**config.mk**
```make
export PLATFORM = sky130hd
export DESIGN_NAME = modem_join_and_send_sequencer
export DESIGN_NICKNAME = d
export VERILOG_FILES = /design/src/sv/mjs_pkg.sv /design/src/sv/mjs_cfg.sv /design/src/sv/mjs_core.sv /design/src/sv/modem_join_and_send_sequencer.sv
export SDC_FILE = /design/constraint.sdc
export NUM_CORES = 1
export LEC_CHECK = 0
export CAP_MARGIN = 40
export CORE_ASPECT_RATIO = 0.7
export CORE_MARGIN = 5
export CORE_UTILIZATION = 65
export DETAILED_ROUTE_END_ITERATION = 6
export DONT_BUFFER_PORTS = 1
export PLACE_DENSITY = 0.81
export SLEW_MARGIN = 5
export SYNTH_ARGS = -nofsm -noshare
export SYNTH_HDL_FRONTEND = slang
export SYNTH_SLANG_ARGS = --single-unit
```
**constraint.sdc**
```tcl
create_clock -name clk -period 8.4 [get_ports clk]
set_input_delay 1.26 -clock clk [delete_from_list [all_inputs] [get_ports clk]]
set_output_delay 1.26 -clock clk [all_outputs]
set_load 0.05 [all_outputs]
```
**src/sv/mjs_pkg.sv**
```systemverilog
package mjs_pkg;

  // Setup commands beyond this count are never issued.
  localparam logic [3:0] MAX_SETUP_CMDS = 4'd8;

  localparam logic [31:0] DEFAULT_INTERVAL = 32'd300000;
  localparam logic [31:0] DEFAULT_DELAY    = 32'd1000;

  localparam logic [3:0] RESET_SETUP_COUNT = 4'd5;
  localparam logic [7:0] RESET_RETRY_LIMIT = 8'd3;

  // Configuration register indexes.
  localparam logic [1:0] REG_SETUP_COUNT   = 2'd0;
  localparam logic [1:0] REG_RETRY_LIMIT   = 2'd1;
  localparam logic [1:0] REG_SEND_INTERVAL = 2'd2;
  localparam logic [1:0] REG_RETRY_DELAY   = 2'd3;

  // Send response classes.
  localparam logic [1:0] SRES_UNKNOWN = 2'd0;
  localparam logic [1:0] SRES_OK      = 2'd1;
  localparam logic [1:0] SRES_TIMEOUT = 2'd2;
  localparam logic [1:0] SRES_ERROR   = 2'd3;

  // Command kinds on the result channel.
  localparam logic [1:0] KIND_NONE  = 2'd0;
  localparam logic [1:0] KIND_SETUP = 2'd1;
  localparam logic [1:0] KIND_JOIN  = 2'd2;
  localparam logic [1:0] KIND_SEND  = 2'd3;

  // Phase numbers reported on the result channel.
  localparam logic [3:0] PHASE_INIT              = 4'd0;
  localparam logic [3:0] PHASE_SEND_CMD          = 4'd1;
  localparam logic [3:0] PHASE_WAIT_OK           = 4'd2;
  localparam logic [3:0] PHASE_SEND_JOIN         = 4'd3;
  localparam logic [3:0] PHASE_WAIT_JOIN_OK      = 4'd4;
  localparam logic [3:0] PHASE_SEND_PERIODIC     = 4'd5;
  localparam logic [3:0] PHASE_WAIT_SEND_RESP    = 4'd6;
  localparam logic [3:0] PHASE_WAIT_SEND_INTERVAL = 4'd7;
  localparam logic [3:0] PHASE_JOIN_RETRY        = 4'd8;
  localparam logic [3:0] PHASE_DONE              = 4'd9;
  localparam logic [3:0] PHASE_ERROR             = 4'd10;

  typedef enum logic [10:0] {
    ST_INIT              = 11'b000_0000_0001,
    ST_SEND_CMD          = 11'b000_0000_0010,
    ST_WAIT_OK           = 11'b000_0000_0100,
    ST_SEND_JOIN         = 11'b000_0000_1000,
    ST_WAIT_JOIN_OK      = 11'b000_0001_0000,
    ST_SEND_PERIODIC     = 11'b000_0010_0000,
    ST_WAIT_SEND_RESP    = 11'b000_0100_0000,
    ST_WAIT_SEND_INTERVAL = 11'b000_1000_0000,
    ST_JOIN_RETRY        = 11'b001_0000_0000,
    ST_DONE              = 11'b010_0000_0000,
    ST_ERROR             = 11'b100_0000_0000
  } state_t;

  typedef struct packed {
    logic [3:0]  setup_count;
    logic [7:0]  retry_limit;
    logic [31:0] send_interval;
    logic [31:0] retry_delay;
  } mjs_cfg_t;

  typedef struct packed {
    logic        rx_present;
    logic        generic_ok;
    logic        join_ok;
    logic [1:0]  send_result;
    logic [31:0] now_ms;
  } mjs_tick_t;

  typedef struct packed {
    logic [1:0]  command_kind;
    logic [3:0]  command_number;
    logic [3:0]  phase;
    logic [15:0] sends_done;
    logic [7:0]  errors_seen;
  } mjs_result_t;

  function automatic logic [3:0] phase_code(input state_t st);
    logic [3:0] code;
    case (st)
      ST_INIT:               code = PHASE_INIT;
      ST_SEND_CMD:           code = PHASE_SEND_CMD;
      ST_WAIT_OK:            code = PHASE_WAIT_OK;
      ST_SEND_JOIN:          code = PHASE_SEND_JOIN;
      ST_WAIT_JOIN_OK:       code = PHASE_WAIT_JOIN_OK;
      ST_SEND_PERIODIC:      code = PHASE_SEND_PERIODIC;
      ST_WAIT_SEND_RESP:     code = PHASE_WAIT_SEND_RESP;
      ST_WAIT_SEND_INTERVAL: code = PHASE_WAIT_SEND_INTERVAL;
      ST_JOIN_RETRY:         code = PHASE_JOIN_RETRY;
      ST_DONE:               code = PHASE_DONE;
      ST_ERROR:              code = PHASE_ERROR;
      default:               code = PHASE_INIT;
    endcase
    return code;
  endfunction

endpackage

```
**src/sv/mjs_cfg.sv**
```systemverilog
module mjs_cfg
  import mjs_pkg::*;
(
  input  logic        clk,
  input  logic        rst_n,
  input  logic        wr_en,
  input  logic [1:0]  wr_index,
  input  logic [31:0] wr_data,
  input  logic        delay_reload,
  output mjs_cfg_t    cfg
);

  logic [3:0]  setup_count_r;
  logic [7:0]  retry_limit_r;
  logic [31:0] send_interval_r;
  logic [31:0] retry_delay_r;

  always_ff @(posedge clk) begin
    if (!rst_n) begin
      setup_count_r   <= RESET_SETUP_COUNT;
      retry_limit_r   <= RESET_RETRY_LIMIT;
      send_interval_r <= DEFAULT_INTERVAL;
      retry_delay_r   <= DEFAULT_DELAY;
    end else if (wr_en) begin
      case (wr_index)
        REG_SETUP_COUNT:   setup_count_r   <= wr_data[3:0];
        REG_RETRY_LIMIT:   retry_limit_r   <= wr_data[7:0];
        REG_SEND_INTERVAL: send_interval_r <= wr_data;
        REG_RETRY_DELAY:   retry_delay_r   <= wr_data;
        default: ;
      endcase
    end else if (delay_reload) begin
      // The sequencer restores the retry delay on init, join success and a send answered OK or timeout.
      retry_delay_r <= DEFAULT_DELAY;
    end
  end

  assign cfg.setup_count   = setup_count_r;
  assign cfg.retry_limit   = retry_limit_r;
  assign cfg.send_interval = send_interval_r;
  assign cfg.retry_delay   = retry_delay_r;

endmodule

```
**src/sv/mjs_core.sv**
```systemverilog
module mjs_core
  import mjs_pkg::*;
(
  input  logic        clk,
  input  logic        rst_n,
  input  logic        step_en,
  input  mjs_tick_t   tick,
  input  mjs_cfg_t    cfg,
  output logic        delay_reload,
  output mjs_result_t result
);

  state_t      state_r, state_nxt;
  logic [3:0]  idx_r, idx_nxt;
  logic [15:0] sends_r, sends_nxt;
  logic [7:0]  err_r, err_nxt;
  logic [31:0] send_stamp_r, send_stamp_nxt;
  logic [31:0] retry_stamp_r, retry_stamp_nxt;

  logic [3:0]  setup_limit;
  logic [7:0]  err_inc;
  logic [31:0] interval;
  logic [31:0] send_elapsed;
  logic [31:0] retry_elapsed;
  logic [1:0]  kind;
  logic [3:0]  number;
  logic        reload;

  assign setup_limit   = (cfg.setup_count > MAX_SETUP_CMDS) ? MAX_SETUP_CMDS : cfg.setup_count;
  assign err_inc       = (err_r != 8'hFF) ? err_r + 8'd1 : err_r;
  assign interval      = (cfg.send_interval != 32'd0) ? cfg.send_interval : DEFAULT_INTERVAL;
  assign send_elapsed  = tick.now_ms - send_stamp_r;
  assign retry_elapsed = tick.now_ms - retry_stamp_r;

  always_comb begin
    state_nxt       = state_r;
    idx_nxt         = idx_r;
    sends_nxt       = sends_r;
    err_nxt         = err_r;
    send_stamp_nxt  = send_stamp_r;
    retry_stamp_nxt = retry_stamp_r;
    kind            = KIND_NONE;
    number          = 4'd0;
    reload          = 1'b0;
    case (state_r)
      ST_INIT: begin
        idx_nxt         = 4'd0;
        err_nxt         = 8'd0;
        retry_stamp_nxt = 32'd0;
        reload          = 1'b1;
        state_nxt       = ST_SEND_CMD;
      end
      ST_SEND_CMD: begin
        if (idx_r < setup_limit) begin
          kind      = KIND_SETUP;
          number    = idx_r;
          state_nxt = ST_WAIT_OK;
        end else begin
          state_nxt = ST_SEND_JOIN;
        end
      end
      ST_WAIT_OK: begin
        if (tick.rx_present && tick.generic_ok) begin
          if (idx_r < setup_limit) begin
            idx_nxt = idx_r + 4'd1;
          end
          state_nxt = ST_SEND_CMD;
        end
      end
      ST_SEND_JOIN: begin
        kind      = KIND_JOIN;
        state_nxt = ST_WAIT_JOIN_OK;
      end
      ST_WAIT_JOIN_OK: begin
        if (tick.rx_present && tick.join_ok) begin
          state_nxt       = ST_SEND_PERIODIC;
          sends_nxt       = 16'd0;
          err_nxt         = 8'd0;
          retry_stamp_nxt = 32'd0;
          reload          = 1'b1;
        end
      end
      ST_SEND_PERIODIC: begin
        kind = KIND_SEND;
        if (sends_r != 16'hFFFF) begin
          sends_nxt = sends_r + 16'd1;
        end
        state_nxt = ST_WAIT_SEND_RESP;
      end
      ST_WAIT_SEND_RESP: begin
        if (tick.rx_present) begin
          if (tick.send_result == SRES_OK || tick.send_result == SRES_TIMEOUT) begin
            state_nxt      = ST_WAIT_SEND_INTERVAL;
            err_nxt        = 8'd0;
            reload         = 1'b1;
            send_stamp_nxt = tick.now_ms;
          end else if (tick.send_result == SRES_ERROR) begin
            err_nxt = err_inc;
            // A zero limit means the join is retried without end.
            if (cfg.retry_limit == 8'd0 || err_inc < cfg.retry_limit) begin
              state_nxt = ST_JOIN_RETRY;
            end else begin
              state_nxt = ST_ERROR;
            end
          end
        end
      end
      ST_WAIT_SEND_INTERVAL: begin
        if (send_elapsed >= interval) begin
          state_nxt = ST_SEND_PERIODIC;
        end
      end
      ST_JOIN_RETRY: begin
        // A zero stamp marks that no retry has been taken, so it goes at once.
        if (retry_stamp_r == 32'd0 || retry_elapsed >= cfg.retry_delay) begin
          retry_stamp_nxt = tick.now_ms;
          state_nxt       = ST_SEND_JOIN;
        end
      end
      default: ;
    endcase
  end

  always_ff @(posedge clk) begin
    if (!rst_n) begin
      state_r       <= ST_INIT;
      idx_r         <= 4'd0;
      sends_r       <= 16'd0;
      err_r         <= 8'd0;
      send_stamp_r  <= 32'd0;
      retry_stamp_r <= 32'd0;
    end else if (step_en) begin
      state_r       <= state_nxt;
      idx_r         <= idx_nxt;
      sends_r       <= sends_nxt;
      err_r         <= err_nxt;
      send_stamp_r  <= send_stamp_nxt;
      retry_stamp_r <= retry_stamp_nxt;
    end
  end

  assign delay_reload          = step_en && reload;
  assign result.command_kind   = kind;
  assign result.command_number = number;
  assign result.phase          = phase_code(state_nxt);
  assign result.sends_done     = sends_nxt;
  assign result.errors_seen    = err_nxt;

endmodule

```
**src/sv/modem_join_and_send_sequencer.sv**
```systemverilog
// Modem join-and-send sequencer.
// Each request on the in_ channel is one process tick: classified modem
// response flags plus the current millisecond time. Every tick yields exactly
// one request on the out_ channel with the command issued (none, setup, join
// or data send), the setup command number, the phase after the tick and the
// saturating send and error counts.
// A tick accepted into the s1 register moves on to the result register once
// that register is free, which raises out_valid. One tick is taken every
// cycle while in_stall is low; the only loop is the state register update.
// The cfg_ channel writes the four registers (setup count, retry limit, send
// interval, retry delay); cfg_ready is always high. Write only while no tick
// is in flight.
// Synchronous reset (rst_n low) empties both stages, puts the sequencer in
// its init phase and restores the register defaults. When out_stall is high
// the result holds and one further tick is buffered; then in_stall rises.
module modem_join_and_send_sequencer
  import mjs_pkg::*;
(
  input  logic        clk,
  input  logic        rst_n,
  input  logic        in_valid,
  output logic        in_stall,
  input  logic        in_rx_present,
  input  logic        in_generic_ok,
  input  logic        in_join_ok,
  input  logic [1:0]  in_send_result,
  input  logic [31:0] in_now_ms,
  output logic        out_valid,
  input  logic        out_stall,
  output logic [1:0]  out_command_kind,
  output logic [3:0]  out_command_number,
  output logic [3:0]  out_phase,
  output logic [15:0] out_sends_done,
  output logic [7:0]  out_errors_seen,
  input  logic        cfg_valid,
  output logic        cfg_ready,
  input  logic [1:0]  cfg_index,
  input  logic [31:0] cfg_wdata
);

  logic        s1_valid_r, s1_valid_nxt;
  mjs_tick_t   s1_tick_r;
  logic        out_valid_r, out_valid_nxt;
  mjs_result_t out_res_r;
  mjs_result_t step_res;
  mjs_cfg_t    cfg;
  logic        s2_free;
  logic        s1_move;
  logic        in_take;
  logic        delay_reload;

  assign s2_free  = !out_valid_r || !out_stall;
  assign s1_move  = s1_valid_r && s2_free;
  assign in_stall = s1_valid_r && !s2_free;
  assign in_take  = in_valid && !in_stall;

  assign s1_valid_nxt  = in_take || (s1_valid_r && !s1_move);
  assign out_valid_nxt = s1_move || (out_valid_r && out_stall);

  always_ff @(posedge clk) begin
    if (!rst_n) begin
      s1_valid_r  <= 1'b0;
      out_valid_r <= 1'b0;
    end else begin
      s1_valid_r  <= s1_valid_nxt;
      out_valid_r <= out_valid_nxt;
    end
  end

  always_ff @(posedge clk) begin
    if (in_take) begin
      s1_tick_r.rx_present  <= in_rx_present;
      s1_tick_r.generic_ok  <= in_generic_ok;
      s1_tick_r.join_ok     <= in_join_ok;
      s1_tick_r.send_result <= in_send_result;
      s1_tick_r.now_ms      <= in_now_ms;
    end
    if (s1_move) begin
      out_res_r <= step_res;
    end
  end

  assign cfg_ready = 1'b1;

  mjs_cfg u_cfg (
    .clk          (clk),
    .rst_n        (rst_n),
    .wr_en        (cfg_valid && cfg_ready),
    .wr_index     (cfg_index),
    .wr_data      (cfg_wdata),
    .delay_reload (delay_reload),
    .cfg          (cfg)
  );

  mjs_core u_core (
    .clk          (clk),
    .rst_n        (rst_n),
    .step_en      (s1_move),
    .tick         (s1_tick_r),
    .cfg          (cfg),
    .delay_reload (delay_reload),
    .result       (step_res)
  );

  assign out_valid          = out_valid_r;
  assign out_command_kind   = out_res_r.command_kind;
  assign out_command_number = out_res_r.command_number;
  assign out_phase          = out_res_r.phase;
  assign out_sends_done     = out_res_r.sends_done;
  assign out_errors_seen    = out_res_r.errors_seen;

`ifndef ASSERT_OFF
  a_move_fills_out: assert property (@(posedge clk) disable iff (!rst_n)
    s1_move |=> out_valid_r)
    else $error("stepped tick did not reach the result register");

  a_held_tick_kept: assert property (@(posedge clk) disable iff (!rst_n)
    (s1_valid_r && !s2_free) |=> (s1_valid_r && $stable(s1_tick_r)))
    else $error("buffered tick lost while the result was stalled");

  a_setup_waits_ok: assert property (@(posedge clk) disable iff (!rst_n)
    (out_valid_r && out_res_r.command_kind == KIND_SETUP) |->
      (out_res_r.phase == PHASE_WAIT_OK))
    else $error("setup command not followed by the wait for OK");

  a_join_waits_ack: assert property (@(posedge clk) disable iff (!rst_n)
    (out_valid_r && out_res_r.command_kind == KIND_JOIN) |->
      (out_res_r.phase == PHASE_WAIT_JOIN_OK))
    else $error("join command not followed by the wait for acknowledgement");
`endif

endmodule
```
* Word level (Yosys, flattened, before mapping) *
Cells that the tools add are included.

storage, ports and cells
  input port bits = 76
  logic and storage cells = 135
  flip-flop bits (word level) = 252

cells by class
  equality and inequality tests = 32
  reductions and logical operators = 34
  magnitude comparators = 5
  muxes and demuxes = 37
  add/sub/neg operators = 5

operators with widths
  kind                                            number
  two-way mux 32 bit                              6
  case mux 11 bit (9 select lines)                1
  case mux 32 bit (3 select lines)                1
  two-way mux 11 bit                              8
  greater-or-equal comparator 32 bit              2
  subtractor 32 bit                               2
  two-way mux 8 bit                               5
  case mux 4 bit (10 select lines)                1
  logical NOT 32 bit                              1
  two-way mux 16 bit                              2
  case mux 16 bit (2 select lines)                1
  nonzero test 32 bit                             1
  case mux 8 bit (3 select lines)                 1
  == test 11 x 2 -> 1 bit, second input constant  2
  == test 11 x 3 -> 1 bit, second input constant  2
  == test 11 x 4 -> 1 bit, second input constant  2
  == test 11 x 5 -> 1 bit, second input constant  2
  == test 11 x 6 -> 1 bit, second input constant  2
  == test 11 x 7 -> 1 bit, second input constant  2
  == test 11 x 8 -> 1 bit, second input constant  2
  == test 11 x 9 -> 1 bit, second input constant  2
  adder 16 x 1 -> 16 bit, second input constant   1
  two-way mux 4 bit                               4
  inequality test 16 bit, second input constant   1
  other kinds (25)                                59

* Logic depth before layout (Yosys ltp) *
Gate-level depths: netlist (run 1).

  depth in word-level cells = 11
  gate-level depth with buffers = 25
  depth with buffers taken out = 25

* Cells and area by module *
A second synthesis (run 1) with hierarchy kept.

second synthesis, totals
  cell total of the unflattened synthesis = 1816
  area total of the unflattened synthesis = 15223.4 sq um

modules (own cells, without submodules)
  module                         cells each  area an instance (sq um)  times used  sequential area each (sq um)
  mjs_core                       1431        10286.1                   1           2062.0
  mjs_cfg                        304         2710.1                    1           1521.5
  modem_join_and_send_sequencer  81          2227.1                    1           2172.1

* Least setup slack after synthesis (run 1) *
OpenSTA, ideal clock, no wires.

  path kind = register -> register
  start = reg s1_tick_r[0] (netlist bit)
  end = reg out_res_r (netlist bit out_phase[1]) (data pin)
  stages on the path, launching flop included = 24
  period minus slack after synthesis = 5.596 ns
  setup slack = 2.804 ns
  arrival time = 5.439 ns
  setup time = 0.158 ns
  path through = edfxtp_1 inv_1 ha_1 inv_1 fa_1 a211oi_1 o21ai_1 a311oi_2 o21ai_1 o41ai_1 a21oi_1 a21o_1 a311o_1 a2111oi_2 a311oi_1 ha_1 and4_1 nand3_1 a311oi_4 nor3_1 o41ai_2 nand3_1 or4b_1 o211ai_1

RTL lines
  what                  line                                 source
  start, declared       modem_join_and_send_sequencer.sv:42  mjs_tick_t s1_tick_r;
  end signal, assigned  modem_join_and_send_sequencer.sv:79  out_res_r <= step_res;
  end, declared         modem_join_and_send_sequencer.sv:44  mjs_result_t out_res_r;

==> results of run 1 <==
-- path summary, 6_finish.rpt --
path / startpoint / endpoint / slack (ns) / cells past startpoint
max: s1_tick_r[0] / out_phase[0] / 1.78 / 23
min: u_core.send_stamp_r[25] / u_core.send_stamp_r[25] / 0.45 / 2
max reg2reg: s1_tick_r[0] / out_phase[0] / 1.78 / 23
min reg2reg: u_core.send_stamp_r[25] / u_core.send_stamp_r[25] / 0.45 / 2
-- state kept, by name, summed over array words and instances, names as in the netlist, 11 cells and up --
register	flops
u_cfg.retry_delay_r	32
u_core.state_r	11
u_core.retry_stamp_r	32
u_core.sends_r	16
out_sends_done	16
s1_tick_r	37
u_core.send_stamp_r	32
u_cfg.send_interval_r	32
-- worst max-delay path: stages, from the launching register on --
cell and delay (ns):
sky130_fd_sc_hd__edfxtp_1 0.42, sky130_fd_sc_hd__inv_1 0.13, sky130_fd_sc_hd__ha_1 0.19, sky130_fd_sc_hd__inv_1 0.06
sky130_fd_sc_hd__fa_1 0.42, sky130_fd_sc_hd__a211oi_1 0.32, sky130_fd_sc_hd__o21ai_1 0.19, sky130_fd_sc_hd__a311oi_2 0.31
sky130_fd_sc_hd__o21ai_1 0.20, sky130_fd_sc_hd__o41ai_1 0.39, sky130_fd_sc_hd__a21oi_1 0.11, sky130_fd_sc_hd__a21o_1 0.23
sky130_fd_sc_hd__a311o_1 0.43, sky130_fd_sc_hd__a2111oi_2 0.31, sky130_fd_sc_hd__a311oi_1 0.09, sky130_fd_sc_hd__ha_1 0.36
sky130_fd_sc_hd__and4_1 0.24, sky130_fd_sc_hd__nand3_1 0.15, sky130_fd_sc_hd__a311oi_4 0.34, sky130_fd_sc_hd__nor3_1 0.12
sky130_fd_sc_hd__o41ai_2 0.50, sky130_fd_sc_hd__nand3_1 0.22, sky130_fd_sc_hd__or4b_1 0.57, sky130_fd_sc_hd__o211ai_1 0.11
-- power by group through the flow --
stage | Sequential, mW | Clock, mW | Combinational (mW)
floorplan | 1.36 | 0 | 0.335
global placement | 1.38 | 0 | 0.412
detailed placement | 1.38 | 0 | 0.426
CTS | 1.36 | 1.22 | 0.429
global route | 1.36 | 1.29 | 0.487
finish | 1.36 | 1.22 | 0.439
-- layer usage --
| layer | routed length, µm | vias up | track usage |
|---|---|---|---|
| li1 | - | 6481 | - |
| met2 | 17680 | 649 | 0.4502 |
| met1 | 19850 | 6436 | 0.4670 |
| met5 | 20 | - | 0 |
| met3 | 4268 | 85 | 0.06532 |
| met4 | 1124 | 2 | 0.08231 |
-- final cells by class --
type | instances | area, µm²
diodes | 1 | 2.502
clock buffers | 33 | 675.6
clock inverters | 13 | 191.4
fillers | 1817 | 6984
inverters | 160 | 603.1
multi-input cells | 1374 | 8728
flip-flops and latches | 252 | 5756
well taps | 318 | 397.9
repair buffers | 14 | 125.1
-- kinds of logic (layout without fill, tap and decap cells) --
kind of cell	count (synthesis)	count (layout)	share of synthesized area
simple gates	701	701	0.2147
compound gates	453	453	0.1903
flops	252	252	0.3745
buf+inv	231	220	0.05910
fa+ha+maj	142	142	0.1166
xor+xnor	68	68	0.03875
mux	9	9	0.005943
other cells	1	2	0.0002440
-- synthesized netlist by cell type (4+ instances only) --
cell type,instances,area (µm²)
sky130_fd_sc_hd__a211oi_1,16,120.1
sky130_fd_sc_hd__a21o_1,29,217.7
sky130_fd_sc_hd__a21oi_1,168,840.8
sky130_fd_sc_hd__a22oi_1,61,457.9
sky130_fd_sc_hd__a311oi_1,6,52.55
sky130_fd_sc_hd__a31oi_1,10,62.56
sky130_fd_sc_hd__and2_1,12,75.07
sky130_fd_sc_hd__and3_1,19,118.9
sky130_fd_sc_hd__and4_1,7,61.31
sky130_fd_sc_hd__buf_2,7,35.03
sky130_fd_sc_hd__buf_4,4,30.03
sky130_fd_sc_hd__clkbuf_1,55,206.5
sky130_fd_sc_hd__dfxtp_1,181,3623
sky130_fd_sc_hd__edfxtp_1,71,2132
sky130_fd_sc_hd__ha_1,140,1752
sky130_fd_sc_hd__inv_1,158,593.1
sky130_fd_sc_hd__mux2i_1,8,80.08
sky130_fd_sc_hd__nand2_1,278,1044
sky130_fd_sc_hd__nand2b_1,17,106.4
sky130_fd_sc_hd__nand3_1,52,260.3
sky130_fd_sc_hd__nand3b_1,4,30.03
sky130_fd_sc_hd__nand4_1,24,150.1
sky130_fd_sc_hd__nor2_1,171,641.9
sky130_fd_sc_hd__nor2b_1,16,100.1
sky130_fd_sc_hd__nor3_1,31,155.2
sky130_fd_sc_hd__nor3b_1,5,37.54
sky130_fd_sc_hd__nor4_1,25,156.4
sky130_fd_sc_hd__o211ai_1,12,90.09
sky130_fd_sc_hd__o21a_1,17,127.6
sky130_fd_sc_hd__o21ai_0,64,320.3
sky130_fd_sc_hd__o21ai_1,5,25.02
sky130_fd_sc_hd__o21bai_1,8,60.06
sky130_fd_sc_hd__o22ai_1,7,43.79
sky130_fd_sc_hd__o31ai_1,5,37.54
sky130_fd_sc_hd__or2_2,7,43.79
sky130_fd_sc_hd__or3_1,6,37.54
sky130_fd_sc_hd__xnor2_1,50,437.9
sky130_fd_sc_hd__xor2_1,18,157.7
-- metrics by stage --
| step | power [mW] | hold WS, ns |
|---|---|---|
| floorplan | 1.699 | 0.4319 |
| global placement | 1.794 | 0.4385 |
| detailed placement | 1.808 | 0.4459 |
| CTS | 3.009 | 0.4523 |
| global route | 3.133 | 0.4770 |
| finish | 3.012 | 0.4527 |
==> PnR_summary.wiki, run 1 <==
{| class="wikitable"
! Metric !! Value
|-
| Result of the run || finished clean
|-
| Fin cells || 2165
|-
| Most common cell after layout, fill and taps aside || sky130_fd_sc_hd__nand2_1
|-
| Detailed-route vias per instance || 6.306
|-
| First-pass GRT wire length || 68.68 mm
|-
| Weighted congestion at the end of routability-driven global placement || 0.9840
|-
| Mean Syn Cell Area || 8.277 µm²
|-
| Number of synthesized flops with an enable pin || 71
|-
| Layout Nets || 2045
|-
| Crit Path Category || reg -> reg
|-
| Internal portion of total power || 2.180 mW
|-
| Die Area || 26870 µm²
|-
| Highest net fanout along the worst path || 5
|-
| Power share of the clock group || 0.403
|-
| Switching power as a share of total power || 0.2763
|-
| Core utilization of the finished layout || 0.7023
|-
| Max-slew violation count || 0
|-
| Height of the die || 138.7 µm
|-
| Via count of the first global-routing pass || 12715
|-
| Required time worst endpoint || 8.78 ns
|-
| Top library cells by usage in the layout, fill and taps aside || sky130_fd_sc_hd__nand2_1, sky130_fd_sc_hd__dfxtp_1, sky130_fd_sc_hd__nor2_1
|-
| Remaining global-route overflow || 0
|-
| Gate power share || 0.146
|-
| Pwr Density || 182.8 nW/µm²
|-
| Cells after synthesis || 1857
|-
| Synth warnings || 0
|-
| Share of the yosys chip area belonging to registers || 0.3745
|-
| Critical path arrival || 6.99 ns
|-
| Number of core rows || 47
|-
| Predominant post-synthesis flop cell || sky130_fd_sc_hd__dfxtp_1
|-
| Core Box Area || 23460 µm²
|-
| Cts repair resizes || 0
|-
| Fin Clk Skew || 0.02083 ns
|-
| ANT nets after route || 0
|-
| Flop pwr share || 0.451
|-
| Synthesized area || 15370 µm²
|-
| Setup crit start kind || register
|-
| CTS tree || yes
|-
| H-Tree Depth || 1
|-
| Pre-antenna DRT Iters || 7
|-
| Starting density of the core || 0.6550
|-
| Max-capacitance violation count || 0
|-
| Final hold violation count || 0
|-
| Detailed placer's ending HPWL || 31.37 mm
|-
| Clock sinks || 252
|-
| Max frequency || 0.1511 GHz
|-
| Layout Area Growth over Synthesis || 7.221%
|-
| Total via count in the routed design || 13653
|-
| Post-CTS Hold Fix Bufs || 0
|-
| IO Count || 113
|-
| Library cells used by synthesis || 92
|-
| TritonCTS Buffers || 25
|-
| Routed wire length per instance || 19.83 µm
|-
| Post-detailed-route DRC marker count || 0
|-
| Starting DRC count in detailed routing || 1510
|-
| Measured slew at the worst slew-check pin || 0.9020 ns
|-
| Post-synthesis async set-or-reset flop share || 0
|-
| Worst-skew pair later-pin latency || 0.56 ns
|-
| Leak Pwr || 6.205 nW
|-
| GRT Total Usage || 0.3092
|-
| Share of the clock period used by the worst path || 0.7876
|-
| Hold/Removal Path Class || reg -> reg
|-
| Sum of negative setup slack || 0 ns
|-
| Worst slew margin || 0.3959
|-
| CTS root buffer || sky130_fd_sc_hd__clkbuf_16
|-
| Flop and latch count out of synthesis || 252
|-
| Share of cells above drive strength 1 || 0.04984
|-
| Layout Cell Area excl Fill || 16480 µm²
|-
| Smallest setup slack after layout || 1.784 ns
|-
| Buffers from clock root to sink, at most || 3
|-
| Area after DPL || 15610 µm²
|-
| Number of placed instances with taps included || 2118
|-
| Worst Setup Slack post-DPL || 1.974 ns
|-
| Net count after synthesis || 2075
|-
| Number of setup violations in the final report || 0
|-
| Nature of the critical path endpoint || register
|-
| Tmin final || 6.616 ns
|-
| Setup repair after global routing missed its margin || false
|-
| Switching pwr || 832.1 µW
|-
| Number of setup buffers added after CTS || 0
|-
| Total of buffers placed on input and output ports || 0
|-
| Die X || 193.8 µm
|-
| Post-detailed-routing wire length || 42.94 mm
|-
| Worst VDD drop || 0.0001913 V
|-
| Pin count of the biggest net entering global routing || 75
|-
| Reg clk slew, reported paths || 0.06 ns
|-
| Initial antenna violation count || 2
|}
Power figures use the tool's default switching activity.
==> inputs of run 2 (changes only) <==
Clock period 8.4 ns to 6.5 ns, I/O delays scaled along.
==> run 2 against run 1 <==
  * Count of clock-buffer cells in the layout rose by 8
  * Final area rose by 0.34%
  * Sequential power rose by 29%
  * Flip-flop and latch count did not move
  * Non-clock buffer count rose by 4
  * Core utilization rose by 0.24 points
  * Register-to-register slack got worse by 1.5 ns
  * Critical endpoint is now out_phase[1]
==> PnR_summary.wiki, run 2 (synthesis results as in run 1) <==
{| class="wikitable"
! Metric !! Value
|-
| Worst-skew pair later-pin latency || 0.55 ns (about the same)
|-
| Number of core rows || 47 (unchanged)
|-
| Smallest setup slack after layout || 0.3224 ns (-1.462 ns)
|-
| Final hold violation count || 0 (unchanged)
|-
| Area after DPL || 15600 µm² (about the same)
|-
| Nature of the critical path endpoint || register
|-
| Top library cells by usage in the layout, fill and taps aside || sky130_fd_sc_hd__nand2_1, sky130_fd_sc_hd__dfxtp_1, sky130_fd_sc_hd__nor2_1
|-
| Highest net fanout along the worst path || 4 (-1)
|-
| Total via count in the routed design || 13534 (-0.87%)
|-
| Routed wire length per instance || 19.58 µm (-1.3%)
|-
| Share of the clock period used by the worst path || 0.9504 (+0.1628)
|-
| Layout Area Growth over Synthesis || 7.587%
|-
| R2R cell count || 23 (unchanged)
|-
| Most common cell after layout, fill and taps aside || sky130_fd_sc_hd__nand2_1
|-
| Clock sinks || 252 (unchanged)
|-
| Required time worst endpoint || 6.89 ns (-1.89 ns)
|-
| Setup crit start kind || register
|-
| Layout Cell Area excl Fill || 16540 µm² (+0.34%)
|-
| Buffers from clock root to sink, at most || 3 (unchanged)
|-
| Hold/Removal Path Class || reg -> reg
|-
| Core Box Area || 23460 µm² (unchanged)
|-
| Pwr Density || 232.9 nW/µm² (+27%)
|-
| CTS root buffer || sky130_fd_sc_hd__clkbuf_16
|-
| Critical path arrival || 6.56 ns (-0.43 ns)
|-
| Largest register by flop count || s1_tick_r
|-
| Worst Setup Slack post-DPL || 0.1215 ns (-1.853 ns)
|-
| Share of cells above drive strength 1 || 0.05673 (+0.006889)
|-
| GRT Total Usage || 0.3023 (-0.006894)
|-
| Worst slew margin || 0.3726 (-0.02328)
|-
| Setup slack of the worst register-to-register path || 0.32 ns (-1.46 ns)
|-
| Antenna Cells || 0 (-1)
|-
| Launching point of the worst reg2reg path || s1_tick_r[0]
|-
| Initial antenna violation count || 1 (-1)
|-
| Starting density of the core || 0.6550 (unchanged)
|-
| Start point of the worst min-delay path || u_core.send_stamp_r[28]
|-
| ANT nets after route || 0 (unchanged)
|-
| Layout Nets || 2050 (+0.24%)
|-
| Max frequency || 0.1619 GHz (+7.1%)
|-
| Leak Pwr || 6.215 nW (+0.16%)
|-
| Reg clk slew, reported paths || 0.07 ns (about the same)
|-
| Detailed placer's ending HPWL || 30.86 mm (-1.6%)
|-
| Max-slew violation count || 0 (unchanged)
|-
| Via count of the first global-routing pass || 12381 (-2.6%)
|-
| Measured slew at the worst slew-check pin || 0.9389 ns (+0.03690 ns)
|-
| Filler cells || 1838 (+1.2%)
|-
| IO Count || 113 (unchanged)
|-
| Number of setup violations in the final report || 0 (unchanged)
|-
| Pre-antenna DRT Iters || 6 (-1)
|-
| Die Area || 26870 µm² (unchanged)
|-
| Origin of the worst setup path || s1_tick_r[0]
|-
| Result of the run || finished clean
|-
| Flip-flop count of the largest register, all copies and words added || 37 (unchanged)
|-
| Total of buffers placed on input and output ports || 0 (unchanged)
|-
| Pin count of the biggest net entering global routing || 84 (+12%)
|-
| TritonCTS Buffers || 26 (+4.0%)
|-
| CTS tree || yes
|-
| First-pass GRT wire length || 66.82 mm (-2.7%)
|-
| Weighted congestion at the end of routability-driven global placement || 0.9540 (-3.0%)
|-
| Fin Clk Skew || 0.008184 ns (-0.01264 ns)
|-
| Critical R2R Capture || out_phase[1]
|-
| Crit Path Category || reg -> reg
|-
| Post-detailed-route DRC marker count || 0 (unchanged)
|-
| Height of the die || 138.7 µm (unchanged)
|-
| Die X || 193.8 µm (unchanged)
|-
| Max-capacitance violation count || 0 (unchanged)
|-
| Detailed-route vias per instance || 6.240 (-1.1%)
|-
| CP Capture Point || out_phase[1]
|-
| Tmin final || 6.178 ns (-0.4384 ns)
|-
| Post-CTS Hold Fix Bufs || 0 (unchanged)
|-
| Post-detailed-routing wire length || 42.47 mm (-1.1%)
|-
| H-Tree Depth || 1 (unchanged)
|-
| Starting DRC count in detailed routing || 1441 (-4.6%)
|-
| Remaining global-route overflow || 0 (unchanged)
|-
| Worst VDD drop || 0.0002100 V (+9.8%)
|}
-- run 2: routing by layer --
layer	part of all wire	global-route usage
met2	0.41	0.4314
met5	0	0
met4	0.028	0.07858
met3	0.11	0.07358
met1	0.45	0.4582
-- run 2: what timing repair did --
| action | 4_1_cts | 5_1_grt |
|---|---|---|
| gates resized for setup | 0 | 11 |
| setup endpoints to repair | 0 | 9 |
| setup buffers | 0 | 3 |
| hold endpoints to repair | 0 | 0 |
-- run 2: worst min path at each step --
stage | cells after the start | slack [ns] | to
after floorplan | 2 | 0.43 | u_core.send_stamp_r[1]
after global placement | 2 | 0.44 | u_core.send_stamp_r[24]
after detailed placement | 2 | 0.44 | u_core.send_stamp_r[25]
after CTS | 2 | 0.45 | u_core.send_stamp_r[25]
after global routing | 2 | 0.47 | u_core.send_stamp_r[9]
final | 2 | 0.45 | u_core.send_stamp_r[28]
-- run 2: layout make-up --
class,instances,area (µm²),share of cell area
clock inverter,6,63.81,0.003859
clock buffer,41,800.8,0.04843
sequential,252,5756,0.3481
tap,318,397.9,0.02406
multi-input combinational,1374,8780,0.5309
inverter,160,603.1,0.03647
timing repair buffer,18,135.1,0.008172
-- run 2: worst max-delay path: stages (launching register included) --
cell	delay (ns)
sky130_fd_sc_hd__edfxtp_1	0.41
sky130_fd_sc_hd__inv_1	0.10
sky130_fd_sc_hd__ha_1	0.16
sky130_fd_sc_hd__inv_1	0.05
sky130_fd_sc_hd__fa_2	0.37
sky130_fd_sc_hd__a211oi_2	0.29
sky130_fd_sc_hd__o21ai_2	0.13
sky130_fd_sc_hd__a311oi_2	0.39
sky130_fd_sc_hd__o21ai_2	0.13
sky130_fd_sc_hd__o41ai_2	0.33
sky130_fd_sc_hd__a21oi_1	0.11
sky130_fd_sc_hd__a21o_1	0.23
sky130_fd_sc_hd__a311o_1	0.41
sky130_fd_sc_hd__a2111oi_4	0.31
sky130_fd_sc_hd__a311oi_1	0.09
sky130_fd_sc_hd__ha_1	0.36
sky130_fd_sc_hd__and4_4	0.24
sky130_fd_sc_hd__nand3_1	0.12
sky130_fd_sc_hd__a311oi_4	0.30
sky130_fd_sc_hd__nor3_1	0.11
sky130_fd_sc_hd__o41ai_2	0.48
sky130_fd_sc_hd__nand3_1	0.22
sky130_fd_sc_hd__or4b_1	0.57
sky130_fd_sc_hd__o211ai_1	0.11
-- run 2: through the flow --
| stage | cells | power [mW] | TNS [ns] | hold slack [ns] | util |
|---|---|---|---|---|---|
| 6_report | 2169 | 3.852 | 0 | 0.4532 | 0.7047 |
| 5_1_grt | 2169 | 4.010 | -0.007807 | 0.4724 | 0.7047 |
| 3_5_place_dp | 2119 | 2.334 | 0 | 0.4449 | 0.6647 |
| 2_1_floorplan | 1857 | 2.196 | 0 | 0.4319 | - |
| 4_1_cts | 2166 | 3.849 | 0 | 0.4521 | 0.7016 |
| 3_3_place_gp | 2119 | 2.319 | 0 | 0.4383 | 0.6647 |
-- run 2: power by group --
part,internal (mW),leakage [nW],switching (mW),total [mW]
registers,1.67,2.14,0.0864,1.75
logic,0.223,3.65,0.348,0.571
clock network,0.886,0.416,0.642,1.53
